### config.mk
export PLATFORM = sky130hd
export DESIGN_NAME = node_lease_liveness_table
export DESIGN_NICKNAME = d
export VERILOG_FILES = /design/src/rtl/core/nllt_pkg.sv /design/src/rtl/core/nllt_ctrl.sv /design/src/rtl/core/nllt_dp.sv /design/src/rtl/core/node_lease_liveness_table.sv
export SDC_FILE = /design/constraint.sdc
export NUM_CORES = 2
export LEC_CHECK = 0
export ABC_CLOCK_PERIOD_IN_PS = 23500
export BUFFER_PORTS_ARGS = -buffer_cell sky130_fd_sc_hd__buf_4
export CAP_MARGIN = 10
export CORE_MARGIN = 3
export CORE_UTILIZATION = 67
export CTS_CLUSTER_SIZE = 30
export DETAILED_ROUTE_END_ITERATION = 7
export PLACE_DENSITY = 0.84
export SLEW_MARGIN = 20
export SYNTH_ARGS = -nofsm -noshare
export SYNTH_HDL_FRONTEND = slang
export SYNTH_SLANG_ARGS = --single-unit
export TNS_END_PERCENT = 1
### constraint.sdc
create_clock -name i_clk -period 23.5 [get_ports i_clk]
set_input_delay 4.7 -clock i_clk [delete_from_list [all_inputs] [get_ports i_clk]]
set_output_delay 4.7 -clock i_clk [all_outputs]
set_load 0.02 [all_outputs]
### src/rtl/core/nllt_pkg.sv
// Shared types and constants for the node lease liveness table.
`timescale 1ns / 1ps

package nllt_pkg;

    localparam int MAX_OUT   = 16;
    localparam int NOTICE_W  = $clog2(MAX_OUT + 1);
    localparam int CFG_IDX_W = 2;

    typedef enum logic [2:0] {
        OP_REGISTER    = 3'd0,
        OP_LOCAL_RENEW = 3'd1,
        OP_RENEW       = 3'd2,
        OP_SWEEP       = 3'd3,
        OP_QUERY       = 3'd4
    } t_opcode;

    typedef enum logic [2:0] {
        ST_JOINING    = 3'd0,
        ST_ACTIVE     = 3'd1,
        ST_SUSPECT    = 3'd2,
        ST_DEAD       = 3'd3,
        ST_RECOVERING = 3'd4
    } t_node_state;

    typedef enum logic [1:0] {
        STS_OK        = 2'd0,
        STS_NOT_FOUND = 2'd1,
        STS_FULL      = 2'd2
    } t_status;

    typedef enum logic {
        KIND_REPLY  = 1'b0,
        KIND_EXPIRY = 1'b1
    } t_kind;

    typedef enum logic [CFG_IDX_W-1:0] {
        CFG_LOCAL_NODE = 2'd0,
        CFG_LEASE      = 2'd1,
        CFG_EXPIRY     = 2'd2
    } t_cfg_index;

    typedef struct packed {
        logic [7:0]  node;
        t_node_state state;
        logic [31:0] renewed;
        logic [7:0]  missed;
        logic [31:0] epoch;
        logic [31:0] duration;
    } t_entry;

    typedef struct packed {
        logic start;
        logic rd;
        logic apply;
        logic fin;
    } t_dp_cmd;

    typedef struct packed {
        logic is_find;
        logic is_sweep;
        logic count_zero;
        logic match;
        logic need_push;
        logic out_busy;
        logic walk_end;
    } t_dp_sts;

endpackage

### src/rtl/core/nllt_ctrl.sv
// Sequencer for the table walk: start, entry read, entry check, final request.
`timescale 1ns / 1ps

module nllt_ctrl
    import nllt_pkg::*;
(
    input  logic    i_clk,
    input  logic    i_rst_n,
    input  logic    i_in_valid,
    output logic    o_in_ready,
    input  t_dp_sts i_sts,
    output t_dp_cmd o_cmd
);

    typedef enum logic [2:0] {
        S_IDLE,
        S_PREP,
        S_RD,
        S_CHK,
        S_FIN
    } t_state;

    t_state r_state;

    assign o_in_ready = (r_state == S_IDLE);

    always_comb begin
        o_cmd       = '0;
        o_cmd.start = (r_state == S_IDLE) && i_in_valid;
        o_cmd.rd    = (r_state == S_RD);
        o_cmd.apply = (r_state == S_CHK) && !(i_sts.need_push && i_sts.out_busy);
        o_cmd.fin   = (r_state == S_FIN) && !i_sts.out_busy;
    end

    always_ff @(posedge i_clk) begin
        if (!i_rst_n) begin
            r_state <= S_IDLE;
        end else begin
            unique case (r_state)
                S_IDLE: begin
                    if (i_in_valid) r_state <= S_PREP;
                end
                S_PREP: begin
                    if ((i_sts.is_find || i_sts.is_sweep) && !i_sts.count_zero)
                        r_state <= S_RD;
                    else
                        r_state <= S_FIN;
                end
                S_RD: begin
                    r_state <= S_CHK;
                end
                S_CHK: begin
                    if (o_cmd.apply) begin
                        if ((i_sts.is_find && i_sts.match) || i_sts.walk_end)
                            r_state <= S_FIN;
                        else
                            r_state <= S_RD;
                    end
                end
                S_FIN: begin
                    if (!i_sts.out_busy) r_state <= S_IDLE;
                end
                default: begin
                    r_state <= S_IDLE;
                end
            endcase
        end
    end

    a_busy_after_accept: assert property (@(posedge i_clk) disable iff (!i_rst_n)
        (i_in_valid && o_in_ready) |=> !o_in_ready)
        else $error("request accepted but controller stayed idle");

endmodule

### src/rtl/core/nllt_dp.sv
// Datapath: configuration, entry memory, lease arithmetic and output register.
`timescale 1ns / 1ps

module nllt_dp
    import nllt_pkg::*;
#(
    parameter int MAX_NODES = 16
) (
    input  logic                 i_clk,
    input  logic                 i_rst_n,
    input  logic                 i_cfg_valid,
    output logic                 o_cfg_ready,
    input  logic [CFG_IDX_W-1:0] i_cfg_index,
    input  logic [31:0]          i_cfg_data,
    input  logic [2:0]           i_opcode,
    input  logic [7:0]           i_node_id,
    input  logic [31:0]          i_epoch,
    input  logic [31:0]          i_time_now,
    input  t_dp_cmd              i_cmd,
    output t_dp_sts              o_sts,
    output logic                 o_out_valid,
    input  logic                 i_out_ready,
    output logic                 o_kind,
    output logic [1:0]           o_status,
    output logic [7:0]           o_target_node,
    output logic                 o_lease_valid,
    output logic [2:0]           o_node_state,
    output logic [7:0]           o_missed_count,
    output logic                 o_last
);

    localparam int IW = $clog2(MAX_NODES);
    localparam int CW = $clog2(MAX_NODES + 1);

    logic [7:0]  r_cfg_local;
    logic [31:0] r_cfg_lease;
    logic [31:0] r_cfg_expiry;

    logic [CW-1:0] r_count;
    logic [2:0]    r_op;
    logic [7:0]    r_node;
    logic [7:0]    r_key;
    logic [31:0]   r_epoch;
    logic [31:0]   r_now;

    logic [IW-1:0]       r_idx;
    logic [NOTICE_W-1:0] r_notices;
    logic                r_pend_valid;
    logic [7:0]          r_pend_node;

    logic        r_hit;
    logic [2:0]  r_hit_state;
    logic [7:0]  r_hit_missed;
    logic        r_hit_valid;

    t_entry r_mem [MAX_NODES];
    t_entry r_rd;

    logic        r_out_valid;
    logic        r_out_kind;
    logic [1:0]  r_out_status;
    logic [7:0]  r_out_target;
    logic        r_out_lease;
    logic [2:0]  r_out_state;
    logic [7:0]  r_out_missed;
    logic        r_out_last;

    logic [31:0]         elapsed;
    logic                live, skip, expire, lapse, qvalid, notice, match;
    logic                is_find, is_sweep, is_renew, full, push, out_busy;
    logic [NOTICE_W-1:0] notices_next;
    logic [IW:0]         idx_inc;
    t_entry              upd, new_entry, w_data;
    logic                w_en;
    logic [IW-1:0]       w_addr;

    logic        f_kind;
    logic [1:0]  f_status;
    logic [7:0]  f_target;
    logic        f_lease;
    logic [2:0]  f_state;
    logic [7:0]  f_missed;

    assign o_cfg_ready = 1'b1;

    always_ff @(posedge i_clk) begin
        if (!i_rst_n) begin
            r_cfg_local  <= '0;
            r_cfg_lease  <= '0;
            r_cfg_expiry <= '0;
        end else if (i_cfg_valid) begin
            unique case (i_cfg_index)
                CFG_LOCAL_NODE: r_cfg_local  <= i_cfg_data[7:0];
                CFG_LEASE:      r_cfg_lease  <= i_cfg_data;
                CFG_EXPIRY:     r_cfg_expiry <= i_cfg_data;
                default: ;
            endcase
        end
    end

    // entry checks on the registered read
    assign elapsed  = r_now - r_rd.renewed;
    assign match    = (r_rd.node == r_key);
    assign live     = (r_rd.state != ST_DEAD) && (r_rd.state != ST_RECOVERING);
    assign skip     = (r_rd.node == r_cfg_local) || !live || (r_rd.renewed == 32'd0);
    assign expire   = (elapsed >= r_cfg_expiry);
    assign lapse    = (elapsed >= r_cfg_lease);
    assign qvalid   = live && (r_rd.renewed != 32'd0) && (elapsed < r_rd.duration);

    assign is_sweep = (r_op == OP_SWEEP);
    assign is_renew = (r_op == OP_LOCAL_RENEW) || (r_op == OP_RENEW);
    assign is_find  = (r_op == OP_REGISTER) || is_renew || (r_op == OP_QUERY);
    assign full     = (r_count == CW'(MAX_NODES));
    assign notice   = is_sweep && !skip && expire;

    assign notices_next = r_notices + {{(NOTICE_W-1){1'b0}}, notice};
    assign idx_inc      = {1'b0, r_idx} + (IW+1)'(1);
    assign out_busy     = r_out_valid && !i_out_ready;
    assign push         = i_cmd.apply && is_sweep && notice && r_pend_valid;

    always_comb begin
        o_sts            = '0;
        o_sts.is_find    = is_find;
        o_sts.is_sweep   = is_sweep;
        o_sts.count_zero = (r_count == '0);
        o_sts.match      = match;
        o_sts.need_push  = is_sweep && notice && r_pend_valid;
        o_sts.out_busy   = out_busy;
        o_sts.walk_end   = (idx_inc >= (IW+1)'(r_count)) ||
                           (is_sweep && (notices_next == NOTICE_W'(MAX_OUT)));
    end

    always_comb begin
        upd = r_rd;
        unique case (r_op)
            OP_LOCAL_RENEW: begin
                upd.renewed = r_now;
                upd.state   = ST_ACTIVE;
                upd.missed  = '0;
            end
            OP_RENEW: begin
                upd.renewed = r_now;
                upd.epoch   = r_epoch;
                upd.missed  = '0;
                if (r_rd.state == ST_JOINING || r_rd.state == ST_SUSPECT)
                    upd.state = ST_ACTIVE;
            end
            OP_SWEEP: begin
                if (expire) begin
                    upd.state  = ST_DEAD;
                    upd.missed = '0;
                end else if (lapse &&
                             (r_rd.state == ST_ACTIVE || r_rd.state == ST_SUSPECT)) begin
                    upd.state = ST_SUSPECT;
                    if (r_rd.missed != 8'hFF) upd.missed = r_rd.missed + 8'd1;
                end
            end
            default: ;
        endcase
    end

    always_comb begin
        new_entry          = '0;
        new_entry.node     = r_node;
        new_entry.state    = (r_node == r_cfg_local) ? ST_ACTIVE : ST_JOINING;
        new_entry.renewed  = r_now;
        new_entry.duration = r_cfg_lease;
    end

    always_comb begin
        w_en   = 1'b0;
        w_addr = r_idx;
        w_data = upd;
        if (i_cmd.apply) begin
            w_en = (is_sweep && !skip) || (is_renew && match);
        end else if (i_cmd.fin && (r_op == OP_REGISTER) && !r_hit && !full) begin
            w_en   = 1'b1;
            w_addr = r_count[IW-1:0];
            w_data = new_entry;
        end
    end

    always_ff @(posedge i_clk) begin
        if (w_en) r_mem[w_addr] <= w_data;
        if (i_cmd.rd) r_rd <= r_mem[r_idx];
    end

    // final request of the operation
    always_comb begin
        f_kind   = KIND_REPLY;
        f_status = STS_OK;
        f_target = r_key;
        f_lease  = 1'b0;
        f_state  = ST_JOINING;
        f_missed = '0;
        if (is_sweep) begin
            if (r_pend_valid) begin
                f_kind   = KIND_EXPIRY;
                f_target = r_pend_node;
                f_state  = ST_DEAD;
            end else begin
                f_target = r_node;
            end
        end else if (is_find) begin
            if (r_hit) begin
                f_lease  = r_hit_valid;
                f_state  = r_hit_state;
                f_missed = r_hit_missed;
            end else if (r_op == OP_REGISTER) begin
                if (full) begin
                    f_status = STS_FULL;
                end else begin
                    f_state = new_entry.state;
                end
            end else begin
                f_status = STS_NOT_FOUND;
            end
        end else begin
            f_target = r_node;
        end
    end

    always_ff @(posedge i_clk) begin
        if (!i_rst_n) begin
            r_count      <= '0;
            r_pend_valid <= 1'b0;
            r_hit        <= 1'b0;
            r_notices    <= '0;
            r_idx        <= '0;
            r_op         <= OP_REGISTER;
        end else begin
            if (i_cmd.start) begin
                r_op         <= i_opcode;
                r_node       <= i_node_id;
                r_key        <= (i_opcode == OP_LOCAL_RENEW) ? r_cfg_local : i_node_id;
                r_epoch      <= i_epoch;
                r_now        <= i_time_now;
                r_idx        <= '0;
                r_notices    <= '0;
                r_pend_valid <= 1'b0;
                r_hit        <= 1'b0;
            end
            if (i_cmd.apply) begin
                r_idx     <= r_idx + IW'(1);
                r_notices <= notices_next;
                if (is_find && match) begin
                    r_hit        <= 1'b1;
                    r_hit_state  <= upd.state;
                    r_hit_missed <= upd.missed;
                    r_hit_valid  <= (r_op == OP_QUERY) && qvalid;
                end
                if (notice) begin
                    r_pend_valid <= 1'b1;
                    r_pend_node  <= r_rd.node;
                end
            end
            if (i_cmd.fin && (r_op == OP_REGISTER) && !r_hit && !full)
                r_count <= r_count + CW'(1);
        end
    end

    always_ff @(posedge i_clk) begin
        if (!i_rst_n) begin
            r_out_valid <= 1'b0;
        end else if (i_cmd.fin) begin
            r_out_valid  <= 1'b1;
            r_out_kind   <= f_kind;
            r_out_status <= f_status;
            r_out_target <= f_target;
            r_out_lease  <= f_lease;
            r_out_state  <= f_state;
            r_out_missed <= f_missed;
            r_out_last   <= 1'b1;
        end else if (push) begin
            r_out_valid  <= 1'b1;
            r_out_kind   <= KIND_EXPIRY;
            r_out_status <= STS_OK;
            r_out_target <= r_pend_node;
            r_out_lease  <= 1'b0;
            r_out_state  <= ST_DEAD;
            r_out_missed <= '0;
            r_out_last   <= 1'b0;
        end else if (i_out_ready) begin
            r_out_valid <= 1'b0;
        end
    end

    assign o_out_valid    = r_out_valid;
    assign o_kind         = r_out_kind;
    assign o_status       = r_out_status;
    assign o_target_node  = r_out_target;
    assign o_lease_valid  = r_out_lease;
    assign o_node_state   = r_out_state;
    assign o_missed_count = r_out_missed;
    assign o_last         = r_out_last;

    a_count_max: assert property (@(posedge i_clk) disable iff (!i_rst_n)
        r_count <= CW'(MAX_NODES))
        else $error("entry count beyond table depth");

    a_notice_max: assert property (@(posedge i_clk) disable iff (!i_rst_n)
        r_notices <= NOTICE_W'(MAX_OUT))
        else $error("too many expiry notices in one sweep");

    a_no_overwrite: assert property (@(posedge i_clk) disable iff (!i_rst_n)
        (i_cmd.fin || push) |-> !out_busy)
        else $error("output register loaded while still held");

    a_fin_last: assert property (@(posedge i_clk) disable iff (!i_rst_n)
        i_cmd.fin |=> (o_out_valid && o_last))
        else $error("final request not marked last");

endmodule

### src/rtl/core/node_lease_liveness_table.sv
// Top level of the node lease liveness table.
`timescale 1ns / 1ps

// Lease table of up to MAX_NODES cluster nodes, one request at a time. A request
// is taken when the block is idle; the entry memory has one registered read port,
// so the walk reads each entry and then checks it. Register, renew and query walk
// up to the match (or over all entries on a miss); a sweep walks all entries but
// stops after MAX_OUT expiry notices, and waits while the result side stalls
// on expiry notices. Any request also holds in its final state while the previous
// result still waits unaccepted. Results sit in an output register, so the next
// request is taken while the last result still waits. The entry memory is not
// cleared after reset; only entries below the fill count are read.

module node_lease_liveness_table
    import nllt_pkg::*;
#(
    parameter int MAX_NODES = 16
) (
    input  logic                 i_clk,
    input  logic                 i_rst_n,
    input  logic                 i_cfg_valid,
    output logic                 o_cfg_ready,
    input  logic [CFG_IDX_W-1:0] i_cfg_index,
    input  logic [31:0]          i_cfg_data,
    input  logic                 i_in_valid,
    output logic                 o_in_ready,
    input  logic [2:0]           i_opcode,
    input  logic [7:0]           i_node_id,
    input  logic [31:0]          i_epoch,
    input  logic [31:0]          i_time_now,
    output logic                 o_out_valid,
    input  logic                 i_out_ready,
    output logic                 o_kind,
    output logic [1:0]           o_status,
    output logic [7:0]           o_target_node,
    output logic                 o_lease_valid,
    output logic [2:0]           o_node_state,
    output logic [7:0]           o_missed_count,
    output logic                 o_last
);

    t_dp_cmd cmd;
    t_dp_sts sts;

    nllt_ctrl u_ctrl (
        .i_clk      (i_clk),
        .i_rst_n    (i_rst_n),
        .i_in_valid (i_in_valid),
        .o_in_ready (o_in_ready),
        .i_sts      (sts),
        .o_cmd      (cmd)
    );

    nllt_dp #(
        .MAX_NODES (MAX_NODES)
    ) u_dp (
        .i_clk          (i_clk),
        .i_rst_n        (i_rst_n),
        .i_cfg_valid    (i_cfg_valid),
        .o_cfg_ready    (o_cfg_ready),
        .i_cfg_index    (i_cfg_index),
        .i_cfg_data     (i_cfg_data),
        .i_opcode       (i_opcode),
        .i_node_id      (i_node_id),
        .i_epoch        (i_epoch),
        .i_time_now     (i_time_now),
        .i_cmd          (cmd),
        .o_sts          (sts),
        .o_out_valid    (o_out_valid),
        .i_out_ready    (i_out_ready),
        .o_kind         (o_kind),
        .o_status       (o_status),
        .o_target_node  (o_target_node),
        .o_lease_valid  (o_lease_valid),
        .o_node_state   (o_node_state),
        .o_missed_count (o_missed_count),
        .o_last         (o_last)
    );

endmodule

==> summary.md <==
| Metric | Value |
|---|---|
| Total congestion overflow | 0 |
| Minimum period implied by the final worst setup slack | 8.52 ns |
| Wire length after detailed routing | 169 mm |
| Number of global-route vias before repair | 36,400 |
| First-pass iteration count of the detailed router | 7 |
| Library cell with the highest instance count after synthesis | sky130_fd_sc_hd__edfxtp_1 |
| Logic pwr share | 3.7% |
| Maximum number of pins on one net before global-route repair | 145 |
| Post-route design area | 72,900 sq um |
| Leading register cell type out of synthesis | sky130_fd_sc_hd__edfxtp_1 |
| Standard-cell rows | 113 |
| CTS HTree Levels | 4 |
| Path type of the worst min-delay path | flop to flop |
| Ports | 141 |
| Slew of the pin with the lowest slew margin | 1.30 ns |
| Final Worst Setup Slack | 14.98 ns |
| Register-to-register setup slack | 15.10 ns |
| Pwr/cell area | 79.8 nW/um^2 |
| Total Die Area | 101,000 sq um |
| First-pass GRT wire length | 246 mm |
| Critical path cell sequence | buf_4 -> nand2b_1 -> nand2_1 -> nor4_2 -> and2_1 -> nand2_1 -> o32a_1 -> nor2_4 -> buf_4 |
| List of most frequent post-synthesis cells | sky130_fd_sc_hd__edfxtp_1, sky130_fd_sc_hd__mux4_2, sky130_fd_sc_hd__nand2_1 |
| Iteration-0 DRC Markers | 5,331 |
| Cts-stage hold buffer count | 0 |
| Antenna violations before repair | 4 |
| Share of the clock period used by the worst path | 36.2% |
| Final weighted congestion in routability-driven placement | 0.990 |
| Dominant cells by area after synthesis | sky130_fd_sc_hd__edfxtp_1, sky130_fd_sc_hd__mux4_2, sky130_fd_sc_hd__dfxtp_1, sky130_fd_sc_hd__ha_1, sky130_fd_sc_hd__nand2_1 |
| Switching share of total power | 20.7% |
| Largest fanout on the critical path | 41 |
| Seq cells post-synth | 1,598 |
| Final nets | 3,888 |
| Layout cell share with drive strength beyond 1 | 24.6% |
| Final cell count without fillers | 5,021 |
| Max Clock Freq | 117 MHz |
| Post-CTS setup repair buffer count | 0 |
| Setup repair after global routing missed its margin | no |
| Count of fill cells added during filler insertion | 4,823 |
| Y dimension of the die | 318 um |
| Crit path kind | primary input to flop |
| Post-synthesis sequential area ratio | 72.1% |
| Syn. warnings | 0 |
| Worst EP required | 23.87 ns |
| Routed len/inst | 33.7 um |
| GRT Overall Usage | 33.8% |
| Drc violations | 0 |
| Nature of the critical path startpoint | primary input |
| Placed cell count | 4,733 |
| Design internal power | 4.62 mW |
| Mean instance size in the synthesized netlist | 19.0 sq um |
| Critical path's largest stage delay | 0.87 ns |
| Post-synthesis cell area | 65,200 sq um |
| Core outline area | 95,700 sq um |
| Max-cap violations | 0 |
| Cell Area, Placed | 67,800 sq um |
| Rel. slew slack | 10.9% |
| Slowest cell on the critical path | sky130_fd_sc_hd__and2_1 |
| Final sum of negative setup slack | 0 ns |
| Number of cells produced by synthesis | 3,433 |
| Clock tree from TritonCTS | built |
| Leakage power | 23.3 nW |
| Area share of the largest cell type after synthesis | 69.2% |
| Count of distinct cell types in the synthesized netlist | 87 |
| Clock network power share | 42.3% |
| Final setup violation count | 0 |
| Mapped Nets | 3,685 |
| Setup slack after placement | 14.33 ns |
| Detailed Place HPWL | 91.8 mm |
| Final Skew | 0.0332 ns |
| Worst-Skew Late Latency | 0.77 ns |
| Fraction of registers with async set/reset | 0% |
| Horizontal extent of the die | 318 um |
| Worst-case clock buffer depth | 3 |
| Net switching component of the power | 1.20 mW |
| Nature of the critical path endpoint | flop |
| Number of I/O port buffers | 107 |
| Root buffer cell | sky130_fd_sc_hd__clkbuf_16 |
| Worst supply voltage drop on vdd | 0.0805 mV |
| Sequential power share | 53.9% |
| Detailed-route via count | 35,800 |
| Antenna viol nets, final | 0 |
| Final max-slew violation count | 0 |
| Initial Utilization | 68.1% |
| Final-report hold violation count | 0 |
| CTS sink cnt | 1,598 |
| Number of diodes | 0 |
| Cell taking the most area after synthesis | sky130_fd_sc_hd__edfxtp_1 |
| Clock transition at the registers of the reported paths | 0.06 ns |
| Num CTS Buffers | 154 |
| Arrival time worst endpoint | 8.89 ns |
| Run status | finished, final reports clean |
| Mean number of vias per cell | 7.14 |
| Total of cells resized after clock tree synthesis | 0 |
| P&R area growth vs syn | 11.8% |
| Post-synth EDFFs | 1,503 |
-- metrics by stage --
| step | util [%] | hold WS (ns) | power, mW |
|---|---|---|---|
| after floorplan | - | 0.443 | 3.32 |
| after global placement | 70.8 | 0.452 | 3.39 |
| after detailed placement | 70.8 | 0.463 | 3.40 |
| after CTS | 76.0 | 0.472 | 5.83 |
| after global routing | 76.2 | 0.491 | 5.95 |
| final | 76.2 | 0.473 | 5.82 |
-- routing by layer --
layer  track usage (%)  vias to the layer above  wire length, um  part of all wire [%]
met2              53.3                     2759            82100                    48
li1                  -                    14200                -                     -
met5                 0                        -               22                 0.013
met1              46.0                    18300            59700                    35
met3              7.77                      579            19200                    11
met4              15.7                        4             8260                   4.9
-- path summary, 6_finish.rpt --
kind / to / cells past startpoint / from
hold reg to reg: u_dp.r_cfg_expiry[24] / 2 / u_dp.r_cfg_expiry[24]
setup / recovery: u_dp.r_mem[12][91] / 9 / i_out_ready
setup reg to reg: u_dp.r_mem[15][76] / 24 / u_dp.r_rd[72]
hold / removal: u_dp.r_cfg_expiry[24] / 2 / u_dp.r_cfg_expiry[24]
-- sequential cells by signal (all words and copies together), names as in the netlist, 4 cells and up --
register             count
u_dp.r_pend_node         8
u_dp.r_cfg_expiry       32
u_dp.o_missed_count      8
u_dp.o_target_node       8
u_dp.r_hit_missed        8
u_dp.r_key               8
u_dp.r_idx               4
u_dp.r_mem            1328
u_dp.r_cfg_local         8
u_dp.r_cfg_lease        32
u_dp.r_node              8
u_dp.r_rd               83
u_dp.r_count             5
u_dp.r_now              32
u_dp.r_notices           5
-- cells by family (layout without fill, tap and decap cells) --
| logic type | count (synthesis) | in the layout | synth area share (%) |
|---|---|---|---|
| adder cells (fa/ha/maj) | 138 | 138 | 2.66 |
| buffers and inverters | 293 | 616 | 1.79 |
| AO/OA/AOI/OAI | 354 | 354 | 3.76 |
| other | 1 | 1 | 0.00575 |
| XOR/XNOR | 58 | 58 | 0.779 |
| AND/OR/NAND/NOR | 528 | 528 | 3.77 |
| multiplexers | 463 | 463 | 15.1 |
| flip-flops | 1598 | 1598 | 72.1 |
-- power groups by stage --
stage	Combinational [mW]	Sequential (mW)	Clock (mW)
finish	0.218	3.14	2.46
global route	0.232	3.14	2.58
CTS	0.209	3.14	2.48
detailed placement	0.205	3.20	0
global placement	0.195	3.20	0
floorplan	0.122	3.20	0
-- critical path: cells and delay by family --
family	cells	cell delay (ns)
and+or+nand+nor	6	2.78
AOI/OAI and AO/OA	1	0.37
buffers and inverters	2	0.96
-- layout by cell type, fill, tap and decap left out, drive strengths merged, types with 60 or more instances in the layout --
cell type | netlist | routed
buf | 51 | 187
clkbuf | 94 | 203
ha | 137 | 137
nor2 | 88 | 88
edfxtp | 1503 | 1503
a21boi | 76 | 76
o21ai | 88 | 88
inv | 148 | 153
a21oi | 60 | 60
mux4 | 415 | 415
nand2 | 263 | 263
dfxtp | 95 | 95
-- final cells by class --
cell class / count / area (sq um) / area share (%)
Inverter: 148 / 556 / 0.762
Clock inverter: 78 / 758 / 1.04
Multi-Input combinational cell: 1542 / 17200 / 23.6
Tap cell: 1265 / 1580 / 2.17
Sequential cell: 1598 / 47100 / 64.5
Clock buffer: 198 / 4240 / 5.81
Timing Repair Buffer: 192 / 1530 / 2.10
Power figures use the tool's default switching activity.
